File: src/hdl/byte_ring_buffer_top_defines.svh
// Assertion macros used by the byte ring buffer top level.
`ifndef BYTE_RING_BUFFER_TOP_DEFINES_SVH
`define BYTE_RING_BUFFER_TOP_DEFINES_SVH

`ifndef NO_ASSERTIONS

// Check that post holds in the same cycle as pre.
`define BRB_ASSERT_SAME(label, pre, post) \
  label: assert property (@(posedge clk) disable iff (rst) (pre) |-> (post)) \
    else $error("byte ring buffer: same-cycle check failed");

// Check that post holds in the cycle after pre.
`define BRB_ASSERT_NEXT(label, pre, post) \
  label: assert property (@(posedge clk) disable iff (rst) (pre) |=> (post)) \
    else $error("byte ring buffer: next-cycle check failed");

`else

`define BRB_ASSERT_SAME(label, pre, post)
`define BRB_ASSERT_NEXT(label, pre, post)

`endif

`endif

File: src/hdl/brb_pkg.sv
// Package with types, constants and codes of the byte ring buffer.
`timescale 1ns / 1ps
package brb_pkg;

  localparam int DEPTH_DEF     = 1024;
  localparam int MAX_BURST_DEF = 8;

  localparam int REQ_W      = 3;
  localparam int COUNT_W    = 4;
  localparam int DATA_W     = 64;
  localparam int AMOUNT_W   = 10;
  localparam int LEVEL_W    = 10;
  localparam int LANE_W     = 3;
  localparam int BYTE_W     = 8;
  localparam int S_TDATA_W  = 80;
  localparam int M_TDATA_W  = 96;

  typedef enum logic [REQ_W-1:0] {
    REQ_WRITE      = 3'd0,
    REQ_READ       = 3'd1,
    REQ_PEEK       = 3'd2,
    REQ_WRITE_ADV  = 3'd3,
    REQ_READ_ADV   = 3'd4,
    REQ_RESET      = 3'd5,
    REQ_STATUS     = 3'd6
  } req_t;

  typedef enum logic [2:0] {
    ST_IDLE,
    ST_DISPATCH,
    ST_WRITE,
    ST_READ,
    ST_RDLAST,
    ST_COMMIT,
    ST_EMIT
  } state_t;

  // Commands from the controller to the datapath.
  typedef struct packed {
    logic               load;
    logic               wr_en;
    logic               rd_en;
    logic               capture;
    logic               commit;
    logic               emit;
    logic [COUNT_W-1:0] idx;
  } cmd_t;

  // Status from the datapath to the controller.
  typedef struct packed {
    req_t               req;
    logic [COUNT_W-1:0] done;
  } stat_t;

endpackage

File: src/hdl/brb_ctrl.sv
// Controller state machine: sequences one request through the byte store.
`timescale 1ns / 1ps
module brb_ctrl (
  input  logic          clk,
  input  logic          rst,
  input  logic          s_tvalid,
  output logic          s_tready,
  output logic          m_tvalid,
  input  logic          m_tready,
  input  brb_pkg::stat_t stat,
  output brb_pkg::cmd_t  cmd
);

  brb_pkg::state_t state, state_next;
  logic [brb_pkg::COUNT_W-1:0] idx, idx_next;
  logic out_valid, out_valid_next;
  logic [brb_pkg::COUNT_W-1:0] last_idx;

  assign last_idx = stat.done - brb_pkg::COUNT_W'(1);
  assign m_tvalid = out_valid;

  always_ff @(posedge clk) begin
    if (rst) begin
      state     <= brb_pkg::ST_IDLE;
      idx       <= '0;
      out_valid <= 1'b0;
    end else begin
      state     <= state_next;
      idx       <= idx_next;
      out_valid <= out_valid_next;
    end
  end

  always_comb begin
    state_next = state;
    idx_next   = idx;
    s_tready   = 1'b0;
    cmd        = '0;
    cmd.idx    = idx;
    case (state)
      brb_pkg::ST_IDLE: begin
        s_tready = 1'b1;
        if (s_tvalid) begin
          cmd.load   = 1'b1;
          state_next = brb_pkg::ST_DISPATCH;
        end
      end
      brb_pkg::ST_DISPATCH: begin
        idx_next = '0;
        case (stat.req)
          brb_pkg::REQ_WRITE: begin
            state_next = (stat.done != '0) ? brb_pkg::ST_WRITE : brb_pkg::ST_COMMIT;
          end
          brb_pkg::REQ_READ, brb_pkg::REQ_PEEK: begin
            state_next = (stat.done != '0) ? brb_pkg::ST_READ : brb_pkg::ST_COMMIT;
          end
          default: begin
            state_next = brb_pkg::ST_COMMIT;
          end
        endcase
      end
      brb_pkg::ST_WRITE: begin
        cmd.wr_en = 1'b1;
        idx_next  = idx + brb_pkg::COUNT_W'(1);
        if (idx == last_idx) begin
          state_next = brb_pkg::ST_COMMIT;
        end
      end
      brb_pkg::ST_READ: begin
        // Issue byte idx, capture the byte issued in the previous cycle.
        cmd.rd_en   = 1'b1;
        cmd.capture = (idx != '0);
        idx_next    = idx + brb_pkg::COUNT_W'(1);
        if (idx == last_idx) begin
          state_next = brb_pkg::ST_RDLAST;
        end
      end
      brb_pkg::ST_RDLAST: begin
        cmd.capture = 1'b1;
        state_next  = brb_pkg::ST_COMMIT;
      end
      brb_pkg::ST_COMMIT: begin
        cmd.commit = 1'b1;
        state_next = brb_pkg::ST_EMIT;
      end
      brb_pkg::ST_EMIT: begin
        // Hold until the output register is free.
        if (!out_valid || m_tready) begin
          cmd.emit   = 1'b1;
          state_next = brb_pkg::ST_IDLE;
        end
      end
      default: begin
        state_next = brb_pkg::ST_IDLE;
      end
    endcase
  end

  always_comb begin
    if (cmd.emit) begin
      out_valid_next = 1'b1;
    end else if (m_tready) begin
      out_valid_next = 1'b0;
    end else begin
      out_valid_next = out_valid;
    end
  end

endmodule

File: config.mk
export PLATFORM = sky130hd
export DESIGN_NAME = brb_ctrl
export DESIGN_NICKNAME = d
export VERILOG_FILES = /design/src/hdl/byte_ring_buffer_top_defines.svh /design/src/hdl/brb_pkg.sv /design/src/hdl/brb_ctrl.sv
export SDC_FILE = /design/constraint.sdc
export NUM_CORES = 1
export LEC_CHECK = 0
export ABC_AREA = 1
export BUFFER_PORTS_ARGS = -buffer_cell sky130_fd_sc_hd__buf_4
export CAP_MARGIN = 15
export CORE_MARGIN = 10
export CORE_UTILIZATION = 43
export DETAILED_ROUTE_END_ITERATION = 10
export PLACE_DENSITY_LB_ADDON = 0.3
export REMOVE_ABC_BUFFERS = 1
export SYNTH_ARGS = -nofsm -noshare
export SYNTH_HDL_FRONTEND = slang
export SYNTH_SLANG_ARGS = --single-unit
File: constraint.sdc
create_clock -name clk -period 1.2 [get_ports clk]
set_input_delay 0.24 -clock clk [delete_from_list [all_inputs] [get_ports clk]]
set_output_delay 0.24 -clock clk [all_outputs]
set_load 0.05 [all_outputs]
== After elaboration in Yosys (flattened, before gate mapping) ==
Index checks and enable logic that the tools add are counted.

* Output and inout port bits: 12
* Flip-flop bits (word level): 8
* Input bits: 11

* Reductions and logical operators: 11
* $add $sub $neg: 2
* Equality and inequality tests: 13
* Mux-type cells: 20

{| class="wikitable"
|+ Operator list
! operator !! count
|-
| $pmux 3 s7 || 1
|-
| $mux 3 || 6
|-
| $mux 1 || 10
|-
| $eq 3x2->1 const B || 3
|-
| $eq 3x3->1 const B || 3
|-
| $ne 2x2->1 const B || 4
|-
| $pmux 4 s2 || 1
|-
| $reduce_bool 4->1 || 2
|-
| $eq 3x1->1 const B || 2
|-
| $logic_not 3->1 || 2
|-
| $pmux 3 s2 || 1
|-
| $add 4x1->4 const B || 1
|-
| $eq 4x4->1 || 1
|-
| $reduce_and 4->1 || 1
|-
| $reduce_bool 2->1 || 2
|-
| $reduce_or 2->1 || 2
|-
| $sub 4x1->4 const B || 1
|-
| $pmux 1 s2 || 1
|-
| $logic_not 1->1 || 1
|-
| $logic_or 1x1->1 || 1
|}

== Logic depth before layout (Yosys ltp) ==
Gate-level depths: netlist of run 1.

* Word-level depth: 5
* Mapped depth: 12

== Least setup slack after synthesis of run 1 ==
No wires, ideal clock.

* Kind: register to output
* Start point: register state[0]
* End point: output cmd[6] in the netlist's numbering
* Stages on the path, launching flop included: 5
* Setup slack: -0.769 ns
* Path buffers: 0
* Data required time: 0.960 ns
* Arrival time: 1.729 ns
* Path through: dfxtp_1 -> inv_2 -> nor2_1 -> nand2_1 -> nand2_1

{| class="wikitable"
|+ RTL lines
! item !! RTL line !! source
|-
| start: declaration || brb_ctrl.sv:14 || <nowiki>brb_pkg::state_t state, state_next;</nowiki>
|-
| start signal: assignment || brb_ctrl.sv:24 || <nowiki>state <= brb_pkg::ST_IDLE;</nowiki>
|-
| start signal: assignment || brb_ctrl.sv:28 || <nowiki>state <= state_next;</nowiki>
|-
| end: declaration || brb_ctrl.sv:11 || <nowiki>output brb_pkg::cmd_t cmd</nowiki>
|}

==> results of run 1 <==
sequential cells by signal, indices dropped and copies added (netlist names):
register and flops:
idx 4, m_tvalid 1, state 3
routing by layer:
layer,vias up,GRT usage
li1,453,-
met1,391,0.129
met2,18,0.202
met3,4,0.0322
met4,0,0.0361
met5,-,0
layout make-up:
class | instances | area share
Multi-Input combinational cell | 84 | 0.424
Sequential cell | 8 | 0.151
Timing Repair Buffer | 42 | 0.305
Clock buffer | 3 | 0.0195
Inverter | 24 | 0.0832
Tap cell | 16 | 0.0173
report_power, final:
part	internal, W	switching (W)
combinational	0.000803	0.00102
clock	0.000114	0.0000889
sequential	0.000347	0.0000828
total	0.00126	0.00119
worst max-delay path by stage:
| stage | depth (start not counted) | endpoint |
|---|---|---|
| 2_1_floorplan | 4 | cmd[6] |
| 3_3_place_gp | 11 | state[1] |
| 3_5_place_dp | 11 | state[2] |
| 4_1_cts | 6 | cmd[6] |
| 5_1_grt | 10 | state[2] |
| 6_report | 6 | cmd[9] |
metrics by stage:
stage	setup TNS [ns]	util	setup WS (ns)	cell area, um^2	instances
finish	-1.55	0.777	-0.241	1160	177
CTS	-1.51	0.734	-0.211	1090	177
global route	-2.05	0.777	-0.275	1160	177
floorplan	-4.20	-	-0.769	662	116
detailed placement	-0.771	0.645	-0.255	960	169
global placement	-0.415	0.645	-0.151	960	169
logic make-up (layout without fill, tap and decap cells):
family | count (synthesis) | after routing | share of synthesized area
compound gates | 10 | 10 | 0.0841
xor+xnor | 1 | 1 | 0.0131
fa+ha+maj | 3 | 3 | 0.0561
buf+inv | 25 | 69 | 0.146
flops | 8 | 8 | 0.239
simple gates | 70 | 70 | 0.462
worst register-to-register path, stage by stage, from the launching register on:
cell      delay, ns
dfxtp_4        0.39
nor2_4         0.05
buf_4          0.12
buf_4          0.12
buf_4          0.12
buf_4          0.12
nand4_1        0.08
nand3_1        0.09
clkinv_1       0.06
nand3_1        0.08
a21oi_1        0.13
placed cells by master, fill, tap and decap left out, types with 2 or more instances in the layout:
cell type  netlist  layout
nor2_4           1       5
buf_4            1      34
nor2_2           2       3
a21oi_1          6       6
dfxtp_4          0       3
nand2_1         38      34
nor2_1          11       6
nand3_1         10       7
dfxtp_1          8       2
inv_2            4       7
buf_8            0       2
clkbuf_4         0       3
inv_1           19      14
nand2_2          1       5
ha_1             3       2
o21ai_0          2       2
nand3_2          0       3
dfxtp_2          0       3
nor3_1           3       2
buf_6            0       6
what timing repair did:
item                       CTS  global route
pin swaps                    5            16
setup endpoints to repair   11            13
setup buffers                5             2
gates resized for setup     27            18
==> impl_metrics.csv, run 1 <==
group,metric,value,unit
critical_path,cp-start-kind,"flop",
run,drv_cap,0,
critical_path,reg2reg_from,"state[2]",
critical_path,end_kind,"output port",
global_route,grt_util_all_layers,0.115,
clock_network,cts_buffers,3,
die,dieArea,3530,um^2
synthesis,ys_types,22,
global_route,grt_max_degree,8,
synthesis,synthesis.area,669,um^2
layout,multi_input_area,490,um^2
die,coreArea,1490,um^2
die,die_w,59.5,um
layout,fillers,104,
pwr,cellLeakagePower,0.602,nW
die,num_rows,14,
synthesis,yosys-top-cells-count,"nand2_1 (38), inv_1 (19), nor2_1 (11)",
drt,first_iter_violations,12,
synthesis,syn_inst,117,
critical_path,path_class,"flop to output port",
sta,setup_slack,-0.241,ns
synthesis,synth_top_area_share,0.239,
synthesis,synth_most_common_cell,"nand2_1",
drt,routedWlPerCell,12.1,um
min_path,holdPathStages,2,
clock_network,cts_root_buf,"clkbuf_4",
drt,drt-total-wl,2150,um
place,hpwlAfterDp,1660,um
critical_path,reg2regPathDepth,10,
status,status,"finished, violations left",
synthesis,synth_enable_flop_cells,0,
drt,wl_met3,114,um
sta,finalSetupViolCount,10,
drt,ant_nets,0,
sta,clock_skew,0.00322,ns
critical_path,r2r_setup_slack,-0.23,ns
drt,via_per_inst,4.89,
drt,met2WireLength,1080,um
critical_path,critPathMaxStageDelay,0.36,ns
place,place_congestion,0.804,
sta,slew_viol_final,0,
drt,top_layer,"met4",
global_route,grt_overflow_total,0,
die,die_y,59.5,um
layout,drive_gt1_frac,0.503,
status,violations,"setup timing",
drt,drt-met1-wl,924,um
drt,drcViolationCount,0,
critical_path,crit_start,"state[1]",
clock_network,clock_latency,0.25,ns
layout,syn2layout_area_growth,72.9,%
layout,layout.area.seq,175,um^2
global_route,grt_antenna_before_repair,0,
sta,max_freq,0.694,GHz
layout,num-nets-final,177,
synthesis,yosys_register_bits,8,
clock_network,postCtsHoldBufs,0,
sta,rsz0062_at_grt,"true",
synthesis,synth_seq_area_share,0.239,
pwr,ir_drop,1210,uV
drt,num_vias,866,
min_path,min_to,"state[0]",
critical_path,worst-path-max-fanout,5,
clock_network,cts_tree,"done",
min_path,hp-start,"rst",
sta,worst_slew_pin_slew,0.244,ns
die,ioPinCount,23,
critical_path,slowest_stage,"dfxtp_4",
synthesis,ys.flop_type,"dfxtp_1",
synthesis,synth_top_cell_by_area,"dfxtp_1",
critical_path,cp_num_buf_inv,3,
sta,post-route-period-util,1.20,
synthesis,yosysWarnings,0,
global_route,grt_pass1_vias,779,
pwr,power,0.00246,W
critical_path,cp.arrival,1.20,ns
critical_path,crit_family,"flip-flops",
pwr,p_per_area,2120,nW/um^2
clock_network,h-tree-depth,1,
min_path,hp-class,"primary input to flop",
synthesis,avgSynthCellArea,5.72,um^2
critical_path,worst_ep_required_time,0.96,ns
layout,num_antenna_cells,0,
clock_network,clk_pin_slew_worst_paths,0.05,ns
critical_path,path_cells,"nor2_4 > inv_2 > nor2_4 > inv_2 > nor2_2 > buf_6",
drt,firstDrtPassIters,4,
synthesis,ys_async_sr_fraction,0,
critical_path,rr_endpoint,"state[2]",
sta,finalCriticalPeriod,1.44,ns
sta,fin_hold_ws,0.190,ns
clock_network,clockBufferDepth,2,
synthesis,synth_area_leaders,"dfxtp_1 (24%), nand2_1 (21%), inv_1 (11%), nand3_1 (7.5%), nor2_1 (6.2%)",
sta,hold_viol,0,
global_route,grt_pass1_wl,3270,um
sta,slew_headroom,0.835,
die,initial_core_util,0.450,
clock_network,cts.sinks,8,
place,port_buffers,22,
(Power assumes the default switching activity.)
==> run 2: changes to the inputs <==
Settings changed: BUFFER_PORTS_ARGS -buffer_cell sky130_fd_sc_hd__buf_4 to -buffer_cell sky130_fd_sc_hd__buf_2.
==> run 2 against run 1 <==
Effect of this change:
- the flow still finishes with violations (setup timing)
- fmax decreased by 2.0%
- clock skew is 0.0032 ns higher
- hold slack gained 0.035 ns
- wire length increased by 29%
- first-iteration DRC count rose by 130%
- sequential power increased by 1%
- die area stayed put
- count of clock-buffer cells in the layout is the same
- largest power group unchanged
==> impl_metrics.csv, run 2 (same netlist as run 1, synthesis figures left out) <==
group,metric,value,unit
clock_network,cts_buffers,3,
status,status,"finished, violations left",
pwr,power_frac_seq,0.155,
sta,finalCriticalPeriod,1.47,ns
drt,ant_nets,0,
layout,num-nets-final,185,
critical_path,cp.arrival,1.23,ns
sta,slew_headroom,0.835,
sta,rsz0062_at_grt,"true",
sta,max_freq,0.680,GHz
drt,via_per_inst,5.21,
sta,finalSetupViolCount,10,
clock_network,postCtsHoldBufs,0,
critical_path,cp-start-kind,"flop",
global_route,grt_max_degree,8,
sta,fin_setup_tns,-2.17,ns
layout,regMostFlops,"idx",
pwr,p_per_area,2250,nW/um^2
drt,num_vias,964,
die,initial_core_util,0.450,
die,coreArea,1490,um^2
drt,first_iter_violations,27,
die,ioPinCount,23,
layout,final_cell_mix,"nand2_1 (34), buf_4 (24), inv_1 (15), buf_2 (11), buf_6 (10)",
critical_path,path_class,"flop to output port",
global_route,grt_antenna_before_repair,0,
clock_network,h-tree-depth,1,
pwr,ir_drop,1490,uV
sta,fin_hold_ws,0.225,ns
global_route,grt_overflow_total,0,
drt,drcViolationCount,0,
pwr,p_int,0.00145,W
die,die_y,59.5,um
layout,num_antenna_cells,0,
global_route,grt_util_all_layers,0.138,
sta,post-route-period-util,1.23,
sta,slew_viol_final,0,
pwr,sw_frac_of_total,0.483,
layout,syn2layout_area_growth,86.0,%
sta,hold_viol,0,
die,die_w,59.5,um
layout,largest_register_ffs,4,
die,num_rows,14,
clock_network,cts_root_buf,"clkbuf_4",
layout,layout_commonest_cell,"nand2_1",
status,violations,"setup timing",
place,place_congestion,0.797,
die,dieArea,3530,um^2
global_route,grt_pass1_wl,3910,um
sta,worst_slew_pin_slew,0.246,ns
clock_network,clk_pin_slew_worst_paths,0.06,ns
min_path,hp-class,"primary input to flop",
critical_path,end_kind,"output port",
pwr,power.clock.fraction,0.074,
sta,setup_slack,-0.270,ns
clock_network,clock_latency,0.26,ns
layout,fillers,92,
clock_network,clockBufferDepth,2,
pwr,combPwrFrac,0.771,
global_route,grt_pass1_vias,908,
pwr,cellLeakagePower,0.638,nW
sta,clock_skew,0.00643,ns
drt,routedWlPerCell,15.0,um
critical_path,worst_ep_required_time,0.96,ns
pwr,p_sw,0.00135,W
drt,firstDrtPassIters,4,
layout,drive_gt1_frac,0.550,
run,drv_cap,0,
place,hpwlAfterDp,1710,um
drt,drt-total-wl,2770,um
critical_path,worst-path-max-fanout,4,
clock_network,cts_tree,"done",
place,port_buffers,22,
clock_network,cts.sinks,8,
run 2: area by class of cell:
| type | instances | area [um^2] | share of cell area |
|---|---|---|---|
| clock buffer | 3 | 22.5 | 0.0181 |
| inverter | 24 | 93.8 | 0.0754 |
| multi-input combinational | 84 | 526 | 0.422 |
| sequential | 8 | 175 | 0.141 |
| tap | 16 | 20.0 | 0.0161 |
| timing repair buffer | 50 | 408 | 0.328 |
run 2: repair_timing:
| item | CTS | global route |
|---|---|---|
| endpoints found under the setup margin | 13 | 17 |
| setup buffers | 4 | 6 |
| pin swaps | 4 | 10 |
| resized for setup | 39 | 29 |
run 2: path summary, 6_finish.rpt:
kind	start	slack (ns)	depth (start not counted)	to
worst min register to register	idx[2]	0.57	2	idx[2]
worst min-delay path	rst	0.22	2	state[0]
worst max-delay path	state[2]	-0.27	6	cmd[9]
worst max register to register	state[0]	-0.25	10	state[2]
run 2: per-stage QoR:
| step | utilization | area (um^2) | std cells | power, W | setup WS (ns) |
|---|---|---|---|---|---|
| after global routing | 0.836 | 1240 | 185 | 0.00296 | -0.335 |
| after floorplan | - | 662 | 116 | 0.00124 | -0.769 |
| after global placement | 0.638 | 950 | 175 | 0.00177 | -0.151 |
| after detailed placement | 0.638 | 950 | 175 | 0.00180 | -0.230 |
| after CTS | 0.752 | 1120 | 182 | 0.00244 | -0.220 |
| final | 0.836 | 1240 | 185 | 0.00280 | -0.270 |
run 2: metal layers:
metal  vias up  wire (um)  track usage
li1        468          -            -
met1       459       1030        0.141
met3         4        180       0.0365
met5         -          0            0
met4         0         44       0.0426
met2        33       1520        0.260
run 2: worst max-delay path, cell delays in order, from the launching register on:
cell and delay [ns]:
dfxtp_4 0.36, nor2_4 0.13, inv_2 0.06, nor2_4 0.11, inv_2 0.05, nor2_2 0.09
buf_6 0.16
run 2: power by group through the flow:
stage          sequential, W  combinational (W)  clock [W]
3_3_place_gp        0.000377            0.00139          0
3_5_place_dp        0.000380            0.00142          0
6_report            0.000434            0.00215   0.000207
5_1_grt             0.000440            0.00229   0.000224
4_1_cts             0.000411            0.00181   0.000212
2_1_floorplan       0.000458           0.000777          0
